$ cat src/hw/rtl/topt_pkg.sv
// Shared types and codes of the trigger overlap pair table.
package topt_pkg;

  // Operation codes carried in the kind field
  localparam logic [2:0] KIND_ADD       = 3'd0;
  localparam logic [2:0] KIND_DECREASE  = 3'd1;
  localparam logic [2:0] KIND_REMOVE    = 3'd2;
  localparam logic [2:0] KIND_RESET_CNT = 3'd3;
  localparam logic [2:0] KIND_PRUNE     = 3'd4;

  // Result codes carried in the event_res field
  localparam logic [2:0] EV_ENTER      = 3'd0;
  localparam logic [2:0] EV_EXIT       = 3'd1;
  localparam logic [2:0] EV_DONE_OK    = 3'd2;
  localparam logic [2:0] EV_LIST_FULL  = 3'd3;
  localparam logic [2:0] EV_TABLE_FULL = 3'd4;

  // Configuration port
  localparam int CFG_IW = 2;
  localparam int CFG_DW = 3;
  localparam logic [CFG_IW-1:0] CFG_ENTER_ON = 2'd0;
  localparam logic [CFG_IW-1:0] CFG_EXIT_ON  = 2'd1;
  localparam logic [CFG_IW-1:0] CFG_CAPACITY = 2'd2;

  typedef struct packed {
    logic [2:0]  kind;
    logic [63:0] id_a;
    logic [63:0] id_b;
    logic [31:0] tag_a;
    logic [31:0] tag_b;
    logic [15:0] group_a;
    logic [15:0] group_b;
  } in_item_t;

  typedef struct packed {
    logic [2:0]  event_res;
    logic [31:0] out_tag_a;
    logic [31:0] out_tag_b;
    logic [15:0] out_group_a;
    logic [15:0] out_group_b;
    logic        last;
  } out_item_t;

  // Tag and group of one table entry as stored together
  typedef struct packed {
    logic [31:0] tag;
    logic [15:0] group;
  } obj_info_t;

endpackage

$ cat src/hw/rtl/topt_ram.sv
// Generic single write port RAM with registered read.
module topt_ram #(
  parameter int WIDTH = 8,
  parameter int DEPTH = 16
) (
  input  logic                     clk_i,
  input  logic                     we_i,
  input  logic [$clog2(DEPTH)-1:0] waddr_i,
  input  logic [WIDTH-1:0]         wdata_i,
  input  logic [$clog2(DEPTH)-1:0] raddr_i,
  output logic [WIDTH-1:0]         rdata_o
);

  logic [WIDTH-1:0] mem_q [DEPTH];
  logic [WIDTH-1:0] rdata_q;

  // Write and registered read
  always_ff @(posedge clk_i) begin
    if (we_i) begin
      mem_q[waddr_i] <= wdata_i;
    end
    rdata_q <= mem_q[raddr_i];
  end

  assign rdata_o = rdata_q;

endmodule

$ cat src/hw/rtl/trigger_overlap_pair_table_core.sv
// Top level of the trigger overlap pair table: sequencer, state and output register.
//
// Usage: one operation per input item (add pair, decrease counts, remove
// object, reset counts, prune) on the in channel; results leave on the out
// channel, zero or more enter/exit events followed by one status item with
// last set. Both channels use valid/stall; an item moves when valid is high
// and stall is low. in_stall_o is high from acceptance until the status
// item has been loaded into the output register.
// A small sequencer walks the object table through one id memory read
// port, one entry at a time, so every lookup scans all OBJECTS entries.
// Each partner list step uses the shared list memory port.
// Configuration must be written on cfg_we_i only while the block is idle; the block does not enforce it.
// Reset empties the table (all entries invalid, all lists empty), enables
// both event kinds and sets the capacity to four. No clearing pass is run.
// A stall on the out channel holds the result in the output register and
// freezes the sequencer at its next result.
module trigger_overlap_pair_table_core
  import topt_pkg::*;
#(
  parameter int OBJECTS = 16,
  parameter int SLOTS   = 4
) (
  input  logic              clk_i,
  input  logic              rst_ni,
  input  logic              cfg_we_i,
  input  logic [CFG_IW-1:0] cfg_idx_i,
  input  logic [CFG_DW-1:0] cfg_data_i,
  input  logic              in_valid_i,
  output logic              in_stall_o,
  input  in_item_t          in_item_i,
  output logic              out_valid_o,
  input  logic              out_stall_i,
  output out_item_t         out_item_o
);

  localparam int IW     = $clog2(OBJECTS);
  localparam int LW     = $clog2(SLOTS + 1);
  localparam int PDEPTH = OBJECTS * SLOTS;
  localparam int PW     = $clog2(PDEPTH);
  localparam int MAXRES = (OBJECTS * SLOTS) / 2 + 1;
  localparam int EW     = $clog2(MAXRES + 1);
  localparam logic [IW-1:0] LAST_S = IW'(OBJECTS - 1);

  typedef enum logic [30:0] {
    S_IDLE     = 31'(1) << 0,
    S_FIND_RD  = 31'(1) << 1,
    S_FIND_CK  = 31'(1) << 2,
    S_FIND_END = 31'(1) << 3,
    S_LA_RD    = 31'(1) << 4,
    S_LA_CK    = 31'(1) << 5,
    S_LD_RD    = 31'(1) << 6,
    S_LD_CK    = 31'(1) << 7,
    S_LD_MV    = 31'(1) << 8,
    S_ADD_B    = 31'(1) << 9,
    S_ADD_B2   = 31'(1) << 10,
    S_ADD_CA   = 31'(1) << 11,
    S_ADD_CB   = 31'(1) << 12,
    S_ADD_EV   = 31'(1) << 13,
    S_STATUS   = 31'(1) << 14,
    S_DEC_RD   = 31'(1) << 15,
    S_DEC_CK   = 31'(1) << 16,
    S_RM_SLOT  = 31'(1) << 17,
    S_RM_NEXT  = 31'(1) << 18,
    S_RC_SLOT  = 31'(1) << 19,
    S_RC_WR    = 31'(1) << 20,
    S_RC_NEXT  = 31'(1) << 21,
    S_PR_SLOT  = 31'(1) << 22,
    S_PR_RD    = 31'(1) << 23,
    S_PR_CK    = 31'(1) << 24,
    S_PR_INFO  = 31'(1) << 25,
    S_PR_INFOP = 31'(1) << 26,
    S_PR_EV    = 31'(1) << 27,
    S_PR_LAST  = 31'(1) << 28,
    S_PR_MV    = 31'(1) << 29,
    S_PR_NEXT  = 31'(1) << 30
  } state_e;

  // List memory address of entry i of slot s
  function automatic logic [PW-1:0] pa(input logic [IW-1:0] s, input logic [LW-1:0] i);
    return PW'(s) * PW'(SLOTS) + PW'(i);
  endfunction

  // Control state
  state_e state_q, state_d, ret_q, ret_d;
  logic [OBJECTS-1:0] vld_q;
  logic [LW-1:0] pc_q [OBJECTS];
  logic enter_on_q, exit_on_q;
  logic [CFG_DW-1:0] cap_q;
  logic out_vld_q;

  // Item and work registers
  in_item_t item_q;
  logic [IW-1:0] s_q, s_d, sa_q, sa_d, sb_q, sb_d, fa_q, fa_d, fb_q, fb_d;
  logic [IW-1:0] na_q, na_d, nb_q, nb_d, ls_q, ls_d, lp_q, lp_d, p_q, p_d;
  logic sa_f_q, sa_f_d, sb_f_q, sb_f_d, fa_f_q, fa_f_d, fb_f_q, fb_f_d;
  logic found_q, found_d, ok_q, ok_d;
  logic [LW-1:0] i_q, i_d, j_q, j_d;
  logic [2:0] status_q, status_d;
  logic [EW-1:0] ev_cnt_q, ev_cnt_d;
  obj_info_t is_q, is_d;
  out_item_t out_q;

  // Memory ports
  logic id_we, inf_we, pl_we, cn_we;
  logic [IW-1:0] id_wa, inf_wa, inf_ra;
  logic [63:0] id_wd, id_rd;
  obj_info_t inf_wd, inf_rd;
  logic [PW-1:0] pl_wa, pl_ra;
  logic [IW-1:0] pl_wd, pl_rd;
  logic [15:0] cn_wd, cn_rd;

  // State write ports
  logic pc_we;
  logic [IW-1:0] pc_wi;
  logic [LW-1:0] pc_wv;
  logic v_we, v_wv;
  logic [IW-1:0] v_wi;

  logic emit;
  out_item_t emit_item;
  logic out_free, in_acc;
  logic [LW-1:0] pc_ls, pc_s, cap_eff;

  assign in_acc   = in_valid_i && (state_q == S_IDLE);
  assign out_free = !out_vld_q || !out_stall_i;
  assign pc_ls    = pc_q[ls_q];
  assign pc_s     = pc_q[s_q];
  assign cap_eff  = (32'(cap_q) > SLOTS) ? LW'(SLOTS) : LW'(cap_q);

  topt_ram #(.WIDTH(64), .DEPTH(OBJECTS)) u_id_ram (
    .clk_i, .we_i(id_we), .waddr_i(id_wa), .wdata_i(id_wd), .raddr_i(s_q), .rdata_o(id_rd)
  );
  topt_ram #(.WIDTH($bits(obj_info_t)), .DEPTH(OBJECTS)) u_info_ram (
    .clk_i, .we_i(inf_we), .waddr_i(inf_wa), .wdata_i(inf_wd), .raddr_i(inf_ra),
    .rdata_o(inf_rd)
  );
  topt_ram #(.WIDTH(IW), .DEPTH(PDEPTH)) u_partner_ram (
    .clk_i, .we_i(pl_we), .waddr_i(pl_wa), .wdata_i(pl_wd), .raddr_i(pl_ra), .rdata_o(pl_rd)
  );
  topt_ram #(.WIDTH(16), .DEPTH(PDEPTH)) u_count_ram (
    .clk_i, .we_i(cn_we), .waddr_i(pl_wa), .wdata_i(cn_wd), .raddr_i(pl_ra), .rdata_o(cn_rd)
  );

  // Sequencer
  always_comb begin
    state_d = state_q;  ret_d = ret_q;
    s_d = s_q;  sa_d = sa_q;  sb_d = sb_q;  fa_d = fa_q;  fb_d = fb_q;
    na_d = na_q;  nb_d = nb_q;  ls_d = ls_q;  lp_d = lp_q;  p_d = p_q;
    sa_f_d = sa_f_q;  sb_f_d = sb_f_q;  fa_f_d = fa_f_q;  fb_f_d = fb_f_q;
    found_d = found_q;  ok_d = ok_q;  i_d = i_q;  j_d = j_q;
    status_d = status_q;  ev_cnt_d = ev_cnt_q;  is_d = is_q;
    id_we = 1'b0;  id_wa = na_q;  id_wd = item_q.id_a;
    inf_we = 1'b0;  inf_wa = na_q;  inf_wd = '{tag: item_q.tag_a, group: item_q.group_a};
    inf_ra = s_q;
    pl_we = 1'b0;  cn_we = 1'b0;  pl_wa = pa(ls_q, i_q);  pl_wd = lp_q;  cn_wd = 16'd1;
    pl_ra = pa(ls_q, i_q);
    pc_we = 1'b0;  pc_wi = ls_q;  pc_wv = pc_ls;
    v_we = 1'b0;  v_wi = na_q;  v_wv = 1'b1;
    emit = 1'b0;
    emit_item = '0;

    unique case (state_q)
      S_IDLE: begin
        if (in_valid_i) begin
          s_d = '0;
          sa_f_d = 1'b0;  sb_f_d = 1'b0;  fa_f_d = 1'b0;  fb_f_d = 1'b0;
          found_d = 1'b0;  ok_d = 1'b0;  ev_cnt_d = '0;
          status_d = EV_DONE_OK;
          if (in_item_i.kind == KIND_ADD) begin
            state_d = (in_item_i.id_a == in_item_i.id_b) ? S_STATUS : S_FIND_RD;
          end else if (in_item_i.kind == KIND_DECREASE || in_item_i.kind == KIND_REMOVE) begin
            state_d = S_FIND_RD;
          end else if (in_item_i.kind == KIND_RESET_CNT) begin
            state_d = S_RC_SLOT;
          end else if (in_item_i.kind == KIND_PRUNE) begin
            state_d = S_PR_SLOT;
          end else begin
            state_d = S_STATUS;
          end
        end
      end

      // Scan the table for both ids and the first two free slots
      S_FIND_RD: state_d = S_FIND_CK;
      S_FIND_CK: begin
        if (vld_q[s_q]) begin
          if (id_rd == item_q.id_a) begin
            sa_f_d = 1'b1;  sa_d = s_q;
          end
          if (id_rd == item_q.id_b) begin
            sb_f_d = 1'b1;  sb_d = s_q;
          end
        end else if (!fa_f_q) begin
          fa_f_d = 1'b1;  fa_d = s_q;
        end else if (!fb_f_q) begin
          fb_f_d = 1'b1;  fb_d = s_q;
        end
        if (s_q == LAST_S) begin
          state_d = S_FIND_END;
        end else begin
          s_d = s_q + IW'(1);
          state_d = S_FIND_RD;
        end
      end
      S_FIND_END: begin
        if (item_q.kind == KIND_ADD) begin
          na_d = sa_f_q ? sa_q : fa_q;
          nb_d = sb_f_q ? sb_q : (sa_f_q ? fa_q : fb_q);
          if (!(sa_f_q || fa_f_q) || !(sb_f_q || (sa_f_q ? fa_f_q : fb_f_q))) begin
            status_d = EV_TABLE_FULL;
            state_d = S_STATUS;
          end else if (sa_f_q) begin
            ls_d = sa_q;  lp_d = nb_d;  i_d = '0;  ret_d = S_ADD_B;
            state_d = S_LA_RD;
          end else begin
            state_d = S_ADD_B;
          end
        end else if (!sa_f_q) begin
          state_d = S_STATUS;
        end else if (item_q.kind == KIND_DECREASE) begin
          ls_d = sa_q;  i_d = '0;
          state_d = S_DEC_RD;
        end else begin
          s_d = '0;
          state_d = S_RM_SLOT;
        end
      end

      // Add partner lp to the list of ls, or raise its count if it is already there
      S_LA_RD: begin
        if (i_q < pc_ls) begin
          state_d = S_LA_CK;
        end else begin
          found_d = 1'b0;
          if (pc_ls >= cap_eff) begin
            ok_d = 1'b0;
          end else begin
            ok_d = 1'b1;
            pl_we = 1'b1;  cn_we = 1'b1;  pl_wa = pa(ls_q, pc_ls);
            pc_we = 1'b1;  pc_wv = pc_ls + LW'(1);
          end
          state_d = ret_q;
        end
      end
      S_LA_CK: begin
        if (pl_rd == lp_q) begin
          cn_we = 1'b1;
          cn_wd = (cn_rd == 16'hFFFF) ? cn_rd : cn_rd + 16'd1;
          found_d = 1'b1;  ok_d = 1'b1;
          state_d = ret_q;
        end else begin
          i_d = i_q + LW'(1);
          state_d = S_LA_RD;
        end
      end

      // Drop partner lp from the list of ls, moving the last entry into its place
      S_LD_RD: begin
        state_d = (i_q < pc_ls) ? S_LD_CK : ret_q;
      end
      S_LD_CK: begin
        if (pl_rd == lp_q) begin
          pl_ra = pa(ls_q, pc_ls - LW'(1));
          state_d = S_LD_MV;
        end else begin
          i_d = i_q + LW'(1);
          state_d = S_LD_RD;
        end
      end
      S_LD_MV: begin
        pl_we = 1'b1;  cn_we = 1'b1;  pl_wd = pl_rd;  cn_wd = cn_rd;
        pc_we = 1'b1;  pc_wv = pc_ls - LW'(1);
        state_d = ret_q;
      end

      // Add pair: second side, undo on a full list, then create missing sides
      S_ADD_B: begin
        if (sa_f_q && !ok_q) begin
          status_d = EV_LIST_FULL;
          state_d = S_STATUS;
        end else if (sb_f_q) begin
          ls_d = sb_q;  lp_d = na_q;  i_d = '0;  ret_d = S_ADD_B2;
          state_d = S_LA_RD;
        end else begin
          state_d = S_ADD_CA;
        end
      end
      S_ADD_B2: begin
        if (!ok_q) begin
          status_d = EV_LIST_FULL;
          if (sa_f_q) begin
            ls_d = sa_q;  lp_d = nb_q;  i_d = '0;  ret_d = S_STATUS;
            state_d = S_LD_RD;
          end else begin
            state_d = S_STATUS;
          end
        end else begin
          state_d = S_ADD_CA;
        end
      end
      S_ADD_CA: begin
        if (!sa_f_q) begin
          id_we = 1'b1;  inf_we = 1'b1;  v_we = 1'b1;
          pl_wa = pa(na_q, '0);  pl_wd = nb_q;
          pl_we = (cap_eff != '0);  cn_we = (cap_eff != '0);
          pc_we = 1'b1;  pc_wi = na_q;  pc_wv = (cap_eff != '0) ? LW'(1) : '0;
        end
        state_d = S_ADD_CB;
      end
      S_ADD_CB: begin
        if (!sb_f_q) begin
          id_we = 1'b1;  id_wa = nb_q;  id_wd = item_q.id_b;
          inf_we = 1'b1;  inf_wa = nb_q;
          inf_wd = '{tag: item_q.tag_b, group: item_q.group_b};
          v_we = 1'b1;  v_wi = nb_q;
          pl_wa = pa(nb_q, '0);  pl_wd = na_q;
          pl_we = (cap_eff != '0);  cn_we = (cap_eff != '0);
          pc_we = 1'b1;  pc_wi = nb_q;  pc_wv = (cap_eff != '0) ? LW'(1) : '0;
        end
        state_d = S_ADD_EV;
      end
      S_ADD_EV: begin
        if (!found_q && enter_on_q) begin
          if (out_free) begin
            emit = 1'b1;
            emit_item = '{event_res: EV_ENTER, out_tag_a: item_q.tag_a,
                          out_tag_b: item_q.tag_b, out_group_a: item_q.group_a,
                          out_group_b: item_q.group_b, last: 1'b0};
            state_d = S_STATUS;
          end
        end else begin
          state_d = S_STATUS;
        end
      end

      // Final status item
      S_STATUS: begin
        if (out_free) begin
          emit = 1'b1;
          emit_item = '{event_res: status_q, out_tag_a: '0, out_tag_b: '0,
                        out_group_a: '0, out_group_b: '0, last: 1'b1};
          state_d = S_IDLE;
        end
      end

      // Decrease counts of one object, holding at zero
      S_DEC_RD: state_d = (i_q < pc_ls) ? S_DEC_CK : S_STATUS;
      S_DEC_CK: begin
        cn_we = (cn_rd != 16'd0);
        cn_wd = cn_rd - 16'd1;
        i_d = i_q + LW'(1);
        state_d = S_DEC_RD;
      end

      // Remove: drop back references everywhere, then free the entry
      S_RM_SLOT: begin
        if (vld_q[s_q] && s_q != sa_q) begin
          ls_d = s_q;  lp_d = sa_q;  i_d = '0;  ret_d = S_RM_NEXT;
          state_d = S_LD_RD;
        end else begin
          state_d = S_RM_NEXT;
        end
      end
      S_RM_NEXT: begin
        if (s_q == LAST_S) begin
          v_we = 1'b1;  v_wi = sa_q;  v_wv = 1'b0;
          pc_we = 1'b1;  pc_wi = sa_q;  pc_wv = '0;
          state_d = S_STATUS;
        end else begin
          s_d = s_q + IW'(1);
          state_d = S_RM_SLOT;
        end
      end

      // Reset all counts of valid entries
      S_RC_SLOT: begin
        ls_d = s_q;  i_d = '0;
        state_d = vld_q[s_q] ? S_RC_WR : S_RC_NEXT;
      end
      S_RC_WR: begin
        if (i_q < pc_ls) begin
          cn_we = 1'b1;  cn_wd = 16'd0;
          i_d = i_q + LW'(1);
        end else begin
          state_d = S_RC_NEXT;
        end
      end
      S_RC_NEXT: begin
        if (s_q == LAST_S) begin
          state_d = S_STATUS;
        end else begin
          s_d = s_q + IW'(1);
          state_d = S_RC_SLOT;
        end
      end

      // Prune pairs with a zero count, slot by slot
      S_PR_SLOT: begin
        j_d = '0;
        state_d = vld_q[s_q] ? S_PR_RD : S_PR_NEXT;
      end
      S_PR_RD: begin
        pl_ra = pa(s_q, j_q);
        state_d = (j_q < pc_s) ? S_PR_CK : S_PR_NEXT;
      end
      S_PR_CK: begin
        if (cn_rd == 16'd0) begin
          p_d = pl_rd;
          state_d = S_PR_INFO;
        end else begin
          j_d = j_q + LW'(1);
          state_d = S_PR_RD;
        end
      end
      S_PR_INFO: begin
        inf_ra = p_q;
        is_d = inf_rd;
        state_d = S_PR_INFOP;
      end
      S_PR_INFOP: begin
        inf_ra = p_q;
        state_d = S_PR_EV;
      end
      S_PR_EV: begin
        inf_ra = p_q;
        if (exit_on_q && ev_cnt_q < EW'(MAXRES - 1)) begin
          if (out_free) begin
            emit = 1'b1;
            emit_item = '{event_res: EV_EXIT, out_tag_a: is_q.tag, out_tag_b: inf_rd.tag,
                          out_group_a: is_q.group, out_group_b: inf_rd.group, last: 1'b0};
            ev_cnt_d = ev_cnt_q + EW'(1);
            ls_d = p_q;  lp_d = s_q;  i_d = '0;  ret_d = S_PR_LAST;
            state_d = S_LD_RD;
          end
        end else begin
          ls_d = p_q;  lp_d = s_q;  i_d = '0;  ret_d = S_PR_LAST;
          state_d = S_LD_RD;
        end
      end
      S_PR_LAST: begin
        pl_ra = pa(s_q, pc_s - LW'(1));
        state_d = S_PR_MV;
      end
      S_PR_MV: begin
        pl_we = 1'b1;  cn_we = 1'b1;  pl_wa = pa(s_q, j_q);  pl_wd = pl_rd;  cn_wd = cn_rd;
        pc_we = 1'b1;  pc_wi = s_q;  pc_wv = pc_s - LW'(1);
        state_d = S_PR_RD;
      end
      S_PR_NEXT: begin
        if (s_q == LAST_S) begin
          state_d = S_STATUS;
        end else begin
          s_d = s_q + IW'(1);
          state_d = S_PR_SLOT;
        end
      end

      default: state_d = S_IDLE;
    endcase
  end

  // Control registers
  always_ff @(posedge clk_i or negedge rst_ni) begin
    if (!rst_ni) begin
      state_q    <= S_IDLE;
      ret_q      <= S_IDLE;
      vld_q      <= '0;
      pc_q       <= '{default: '0};
      enter_on_q <= 1'b1;
      exit_on_q  <= 1'b1;
      cap_q      <= CFG_DW'(4);
      out_vld_q  <= 1'b0;
    end else begin
      state_q <= state_d;
      ret_q   <= ret_d;
      if (v_we) begin
        vld_q[v_wi] <= v_wv;
      end
      if (pc_we) begin
        pc_q[pc_wi] <= pc_wv;
      end
      if (cfg_we_i) begin
        unique case (cfg_idx_i)
          CFG_ENTER_ON: enter_on_q <= cfg_data_i[0];
          CFG_EXIT_ON:  exit_on_q  <= cfg_data_i[0];
          CFG_CAPACITY: cap_q      <= cfg_data_i;
          default: ;
        endcase
      end
      if (emit) begin
        out_vld_q <= 1'b1;
      end else if (!out_stall_i) begin
        out_vld_q <= 1'b0;
      end
    end
  end

  // Work and payload registers
  always_ff @(posedge clk_i) begin
    if (in_acc) begin
      item_q <= in_item_i;
    end
    if (emit) begin
      out_q <= emit_item;
    end
    s_q <= s_d;  sa_q <= sa_d;  sb_q <= sb_d;  fa_q <= fa_d;  fb_q <= fb_d;
    na_q <= na_d;  nb_q <= nb_d;  ls_q <= ls_d;  lp_q <= lp_d;  p_q <= p_d;
    sa_f_q <= sa_f_d;  sb_f_q <= sb_f_d;  fa_f_q <= fa_f_d;  fb_f_q <= fb_f_d;
    found_q <= found_d;  ok_q <= ok_d;  i_q <= i_d;  j_q <= j_d;
    status_q <= status_d;  ev_cnt_q <= ev_cnt_d;  is_q <= is_d;
  end

  assign in_stall_o  = (state_q != S_IDLE);
  assign out_valid_o = out_vld_q;
  assign out_item_o  = out_q;

endmodule
$ cat config.mk
export PLATFORM = sky130hd
export DESIGN_NAME = trigger_overlap_pair_table_core
export DESIGN_NICKNAME = d
export VERILOG_FILES = /design/src/hw/rtl/topt_pkg.sv /design/src/hw/rtl/topt_ram.sv /design/src/hw/rtl/trigger_overlap_pair_table_core.sv
export SDC_FILE = /design/constraint.sdc
export NUM_CORES = 2
export LEC_CHECK = 0
export BUFFER_PORTS_ARGS = -buffer_cell sky130_fd_sc_hd__buf_2
export CORE_MARGIN = 8
export CORE_UTILIZATION = 39
export DETAILED_ROUTE_END_ITERATION = 6
export HOLD_SLACK_MARGIN = 0.03
export SLEW_MARGIN = 10
export SYNTH_ARGS = -nofsm -noshare
export SYNTH_HDL_FRONTEND = slang
export SYNTH_SLANG_ARGS = --single-unit
$ cat constraint.sdc
create_clock -name clk_i -period 9.4 [get_ports clk_i]
set_clock_uncertainty 0.05 [all_clocks]
set_input_delay 0.94 -clock clk_i [delete_from_list [all_inputs] [get_ports clk_i]]
set_output_delay 0.94 -clock clk_i [all_outputs]
set_load 0.01 [all_outputs]
# [After elaboration in Yosys (flattened, before gate mapping)]
# Memories as Yosys holds them, arrays and structs flattened. A register that Yosys moved wholly into a read port is not among the register bits.
# Index checks and enable logic that the tools add are counted.
# W data, S select, Z words.
[word_totals] output_inout_bits=102 elab_cells=439 ff_bits=568 mem_count=4 in_bits=237 ramBits=3072
[memory_table] memory="u_count_ram.mem_q" words=64 word_bits=16 rd=1 rd_ports_with_merged_regs=1 wr=1 line="topt_ram.sv:14" rtl="logic [WIDTH-1:0] mem_q [DEPTH];"
[memory_table] memory="u_id_ram.mem_q" words=16 word_bits=64 rd=1 rd_ports_with_merged_regs=1 wr=1 line="topt_ram.sv:14"
[memory_table] memory="u_info_ram.mem_q" words=16 word_bits=48 rd=1 rd_ports_with_merged_regs=1 wr=1 line="topt_ram.sv:14"
[memory_table] memory="u_partner_ram.mem_q" words=64 word_bits=4 rd=1 rd_ports_with_merged_regs=1 wr=1 line="topt_ram.sv:14"
[classes] magnitude_cmp=12 n_eq_ne=80 n_reduce_logical=59 n_mux=206 addsub=14 bitwise=6
[op_table] op="$pmux W31 S31" n=1
[op_table] op="$mux W31" n=24
[op_table] op="$pmux W100 S3" n=1
[op_table] op="$mux W98" n=2
[op_table] op="$mux W97" n=2
[op_table] op="$eq A64 B64 Y1" n=3
[op_table] op="$mux W4" n=39
[op_table] op="$pmux W31 S5" n=1
[op_table] op="$mux W64" n=2
[op_table] op="$mux W23" n=5
[op_table] op="$mux W100" n=1
[op_table] op="$mux W48" n=2
[op_table] op="$mux W3" n=30
[op_table] op="$pmux W16 S4" n=1
[op_table] op="$mux W15" n=4
[op_table] op="$ne A2 B2 Y1 const B" n=28
[op_table] op="$mux W18" n=3
[op_table] op="$bwmux W48" n=1
[op_table] op="$mux W6" n=8
[op_table] op="$mux W1" n=38
[op_table] op="$mux W16" n=2
[op_table] op="$eq A31 B1 Y1 const B" n=1
[op_table] op="$eq A31 B10 Y1 const B" n=1
[op_table] op="$eq A31 B11 Y1 const B" n=1
[op_table] op="111 further kinds" n=176

# [Longest topological paths before layout]
[logic_depth] ltp_word=10 ltp_mapped=22 depth_no_buf=17

# [By module]
# A second synthesis with hierarchy kept.
[hier_totals] cells_unflattened=7589 area_unflattened_um2=147177.4
[modules_own_cells] module="topt_ram at u_count_ram" seq_area_each_um2=31069.8 instances=1 area_each_um2=39978.3 cells_per_inst=1820
[modules_own_cells] module="topt_ram at u_id_ram" seq_area_each_um2=32030.7 instances=1 area_each_um2=39581.7 cells_per_inst=1647
[modules_own_cells] module="topt_ram at u_info_ram" seq_area_each_um2=24023.0 instances=1 area_each_um2=29691.0 cells_per_inst=1242
[modules_own_cells] module="trigger_overlap_pair_table_core" seq_area_each_um2=15776.4 instances=1 area_each_um2=27570.2 cells_per_inst=2351
[modules_own_cells] module="topt_ram at u_partner_ram" seq_area_each_um2=7767.4 instances=1 area_each_um2=10356.2 cells_per_inst=529

# [Least setup slack after synthesis]
# No wires, ideal clock.
[synth_path] path_kind="reg-to-reg" from="register state_q[18]" to="register sa_f_q (enable)" path_buffers=2 synth_period_minus_slack_ns=8.156 path_stages_with_launch=12 setup_time_ns=0.307 setup_slack_ns=1.244 arrival_time_ns=7.799 required_ns=9.043 cell_sequence="dfrtp_1 -> nor4_1 -> nand3_1 -> clkbuf_1 -> or4b_2 -> or4b_1 -> or3b_2 -> buf_2 -> inv_1 -> nand2_1 -> inv_1 -> o21a_1"
[synth_via] elab_chain_cells=3 elab_cells_between_ends=7 classes_between="eq/ne: 5; reduce/logical: 2"
[synth_lines] item="start: declaration" line="trigger_overlap_pair_table_core.sv:84" rtl="state_e state_q, state_d, ret_q, ret_d;"
[synth_lines] item="start signal: assignment" line="trigger_overlap_pair_table_core.sv:474" rtl="state_q <= state_d;"
[synth_lines] item="$eq A31 B3 Y1 / $eq A31 B1 Y1 (equally long branches)" line="trigger_overlap_pair_table_core.sv:162" rtl="unique case (state_q)"
[synth_lines] item="$ne A2 B2 Y1 (no line) / $reduce_bool A2 Y1 (equally long branches)"
[synth_lines] item="$reduce_and A4 Y1 (no line) (*)"
[synth_lines] item="end signal: assignment" line="trigger_overlap_pair_table_core.sv:508" rtl="sa_f_q <= sa_f_d; sb_f_q <= sb_f_d; fa_f_q <= fa_f_d; fb_f_q <= fb_f_d;"
[synth_lines] item="end: declaration" line="trigger_overlap_pair_table_core.sv:95" rtl="logic sa_f_q, sa_f_d, sb_f_q, sb_f_d, fa_f_q, fa_f_d, fb_f_q, fb_f_d;"
# Every way passes the cells marked *; elsewhere a longest branch is shown, timed or not.
# A chain may end at the register's enable or synchronous reset.

# [Worst setup path in the final report]
[layout_path] from="register ls_q[0]" to="register u_count_ram.rdata_q[14] (netlist: u_count_ram.rdata_o[14]), read port of u_count_ram.mem_q"
[layout_via] elab_chain_cells=8 elab_cells_between_ends=9 classes_between="add/sub: 3; mux: 5; bitwise: 1"
[layout_lines] item="start: declaration" line="trigger_overlap_pair_table_core.sv:94" rtl="logic [IW-1:0] na_q, na_d, nb_q, nb_d, ls_q, ls_d, lp_q, lp_d, p_q, p_d;"
[layout_lines] item="start signal: assignment" line="trigger_overlap_pair_table_core.sv:507" rtl="na_q <= na_d; nb_q <= nb_d; ls_q <= ls_d; lp_q <= lp_d; p_q <= p_d;"
[layout_lines] item="$not A4 Y5 (not written as such)" line="trigger_overlap_pair_table_core.sv:126" rtl="assign pc_ls = pc_q[ls_q];"
[layout_lines] item="$bmux W3 S4" line="trigger_overlap_pair_table_core.sv:126"
[layout_lines] item="$mux W3 (not written as such) (2 in a row)" line="trigger_overlap_pair_table_core.sv:126"
[layout_lines] item="$sub A3 B1 Y3" line="trigger_overlap_pair_table_core.sv:263" rtl="pl_ra = pa(ls_q, pc_ls - LW'(1));"
[layout_lines] item="$add A6 B3 Y6" line="trigger_overlap_pair_table_core.sv:80" rtl="return PW'(s) * PW'(SLOTS) + PW'(i);"
[layout_lines] item="$mux W6" line="trigger_overlap_pair_table_core.sv:262" rtl="if (pl_rd == lp_q) begin"
[layout_lines] item="$pmux W6 S3 (*)" line="trigger_overlap_pair_table_core.sv:162"
[layout_lines] item="end: declaration" line="topt_ram.sv:15" rtl="logic [WIDTH-1:0] rdata_q;"
# Every way passes the cells marked *; elsewhere a longest branch is shown, timed or not. The select of a mux whose other input is x is not followed.

==> summary.md <==
| Metric | Value |
|---|---|
| Fraction of the yosys area taken by sequential cells | 74.8% |
| Hold buffer count at CTS | 1 |
| Clk Latency, worst-skew pair | 0.95 ns |
| Biggest fanout along the worst timing path | 22 |
| Worst slack at placement | 2.25 ns |
| Worst-path cell chain | buf_4, mux2i_1, a221oi_1, o21ai_0, nand2_1, inv_1, ha_1, xor2_1, ha_1, ha_1, a222oi_1, o21ai_0, nand2_1, or3_1, a211oi_1, nor4_1, o2111ai_1 |
| Slew at the pin closest to its max-slew limit | 1.22 ns |
| Area added between synthesis and finish | 13.9% |
| Top delay family on crit path | simple AND/OR/NAND/NOR gates |
| Post-CTS Setup Bufs | 0 |
| Type of the worst min-delay path | input port to flip-flop |
| Switching fraction of total power | 26.2% |
| Critical path data arrival time | 7.81 ns |
| Most used standard cell by instance count after synthesis | edfxtp_1 |
| Pleak | 0.0540 µW |
| Die width | 632 µm |
| Cell repeated most along the worst path | ha_1 |
| Reg clk slew, reported paths | 0.06 ns |
| List of most frequent post-synthesis cells | 3508 x edfxtp_1, 649 x nand2_1, 531 x mux4_2, 309 x mux2i_1, 286 x clkbuf_1 |
| Number of clock sinks | 3747 |
| Number of synthesized flops with an enable pin | 3508 |
| Post-synthesis cell area | 148000 µm² |
| Crit path max-delay cell type | or3_1 |
| Area fraction in compound gates after synthesis | 4.85% |
| Clock H-tree levels | 5 |
| TritonCTS Buffers | 380 |
| Maximum resistive drop on vdd | 462 µV |
| Number of ports placed on the die boundary | 339 |
| Synthesized area divided by synthesized cell count | 18.0 µm² |
| Number of rows created at floorplan | 226 |
| Areal power density over the cells | 253 nW/µm² |
| Dominant combinational cell family by area after synthesis | multiplexers |
| Vertical die dimension | 632 µm |
| Number of storage elements in the synthesis netlist | 3747 |
| Clock tree from TritonCTS | yes |
| Proportion of power drawn by the clock network | 35.5% |
| Fraction of layout instances using a drive strength above 1 | 21.7% |
| Unrepaired setup endpoints after global routing | no |
| P_sw | 11100 µW |
| Sequential Power Share | 47.8% |
| Final Setup Violations | 0 |
| Largest net degree at the start of global routing | 130 |
| Xor/xnor share of the synthesized area | 1.31% |
| Classification of the worst setup path | flip-flop to flip-flop |
| Total Die Area | 399000 µm² |
| Routed length per instance | 28.6 µm |
| Run status | complete, no violations |
| Worst endpoint required time | 10.12 ns |
| Rel. slew slack | 18.3% |
| Cell taking the most area after synthesis | edfxtp_1 |
| DRC marker count from the first detailed-route iteration | 8824 |
| Post-route antenna net violation count | 0 |
| Count of mapped cells out of synthesis | 8218 |
| Initial antenna violation count | 12 |
| Total number of yosys warnings | 0 |
| Top_reg_cell synth | edfxtp_1 |
| Number of design rule violations left after detail routing | 0 |
| Global placer's final weighted congestion | 0.934 |
| Buffer cell driving the clock tree root | clkbuf_16 |
| Setup total negative slack | 0 ns |
| Simple-gate share of the synthesized area | 5.31% |
| First-pass GRT wire length | 576000 µm |
| Via count | 80300 |
| Number of buffers and inverters on the critical path | 2 |
| Worst-case clock buffer depth | 4 |
| Number of buffers inserted by port buffering | 338 |
| Fraction of registers with async set or reset after synthesis | 2.86% |
| Final max-slew violation count | 0 |
| Initial Utilization | 39.1% |
| Resized cells post-CTS | 0 |
| Final design utilization | 44.5% |
| All-Layer GR Usage | 19.4% |
| Core area | 378000 µm² |
| Proportion of synthesized area in mux cells | 11.9% |
| CP Capture Type | flip-flop |
| Wirelength, routed | 400000 µm |
| Critical path launch point type | flip-flop |
| NumNets Final | 8903 |
| Distinct cell type count of the synthesized netlist | 89 |
| Dominant cells by area after synthesis | edfxtp_1 71%, mux4_2 8.1%, mux2i_1 2.1% |
| Count of maximum capacitance violations | 0 |
| Final critical delay including setup and external delays | 7.09 ns |
| Fraction of post-synthesis cell area in the top cell type by area | 71.2% |
| Adder-cell share of the synthesized area | 0.220% |
| Final number of hold-violating endpoints | 0 |
| Total iterations of the first detailed-routing run | 7 |
| Final worst-path setup slack | 2.31 ns |
| Highest cell delay on the worst timing path | 0.99 ns |
| Final worst path period share | 75.5% |
| Part of the total power dissipated in combinational logic | 16.7% |
| Vias per cell | 5.74 |
| Syn Nets | 8481 |
| Fmax achieved | 141 MHz |
| Vias in the first global route | 81300 |
| Internal | 31400 µW |
| Total gr overflow | 0 |
| Estimated wirelength of the detail-placed design | 236000 µm |
power groups by stage:
stage | logic, µW | registers (µW) | clock network (µW)
2_1_floorplan | 5120 | 20400 | 0
3_3_place_gp | 7100 | 20700 | 0
3_5_place_dp | 7190 | 20700 | 0
4_1_cts | 7230 | 20400 | 15400
5_1_grt | 7630 | 20400 | 16000
6_report | 7100 | 20400 | 15100
registers in the layout, summed over array words and instances, names as in the netlist, 31 cells and up:
| name | count |
|---|---|
| u_count_ram.mem_q | 1024 |
| u_id_ram.mem_q | 1024 |
| u_info_ram.mem_q | 768 |
| u_partner_ram.mem_q | 256 |
| item_q | 227 |
| out_item_o | 100 |
| u_id_ram.rdata_o | 64 |
| is_q | 48 |
| pc_q | 48 |
| u_info_ram.rdata_o | 48 |
| state_q | 31 |
placed cells by master, fill, tap and decap left out, types with 160 or more instances in the layout:
master | synthesis | layout
and3_1 | 184 | 183
mux4_2 | 531 | 531
nand3_1 | 180 | 180
nand2_1 | 649 | 640
buf_4 | 36 | 160
mux2_2 | 219 | 218
mux2i_1 | 309 | 304
clkbuf_16 | 0 | 386
a211oi_1 | 236 | 236
nor2_1 | 234 | 191
edfxtp_1 | 3508 | 3508
buf_2 | 106 | 337
final cells by class:
| class | instances | area, µm² |
|---|---|---|
| timing repair buffer | 522 | 3370 |
| clock inverter | 198 | 2110 |
| sequential | 3747 | 111000 |
| tap | 5016 | 6280 |
| fill | 32300 | 210000 |
| antenna | 7 | 17.5 |
| clock buffer | 509 | 10400 |
| multi-input combinational | 3949 | 35500 |
| inverter | 40 | 163 |
cells by family (layout without fill, tap and decap cells):
group,after synthesis,in the layout
AO/OA/AOI/OAI,1012,1012
XOR/XNOR,222,222
adder cells (fa/ha/maj),26,26
buffers and inverters,522,1269
flip-flops,3747,3747
multiplexers,1072,1072
other,0,7
AND/OR/NAND/NOR,1617,1617
per-layer routing:
| layer | wire length (µm) | global-route usage [%] | up-vias | share of wire, % |
|---|---|---|---|---|
| met1 | 167000 | 26.8 | 42200 | 42 |
| met3 | 28600 | 2.99 | 695 | 7.1 |
| met4 | 14500 | 6.58 | 2 | 3.6 |
| li1 | - | - | 34000 | - |
| met5 | 16 | 0 | - | 0.0040 |
| met2 | 190000 | 31.4 | 3364 | 47 |
through the flow:
step	total power [µW]	cells	hold slack, ns	area [µm²]
after floorplan	25500	8218	0.359	148000
after global placement	27800	13300	0.375	156000
after detailed placement	27900	13300	0.371	156000
after CTS	43000	14000	0.0470	168000
after global routing	44000	14000	0.0846	169000
final	42600	14000	0.138	169000
worst paths after layout:
path | start | endpoint | slack (ns) | depth (start not counted)
max in group asynchronous | rst_ni | state_q[19]$_DFFE_PN0P_ | 7.16 | 3
min in group asynchronous | rst_ni | pc_q[8]$_DFFE_PN0P_ | 0.74 | 2
worst max register to register | ls_q[0]$_DFFE_PP_ | u_count_ram.rdata_o[14]$_DFF_P_ | 2.31 | 17
worst max-delay path | ls_q[0]$_DFFE_PP_ | u_count_ram.rdata_o[14]$_DFF_P_ | 2.31 | 17
worst min-delay path | in_item_i[5] | item_q[5]$_DFFE_PP_ | 0.14 | 1
worst min register to register | u_info_ram.rdata_o[26]$_DFF_P_ | is_q[26]$_DFFE_PP_ | 0.36 | 0
Power figures use the tool's default switching activity.
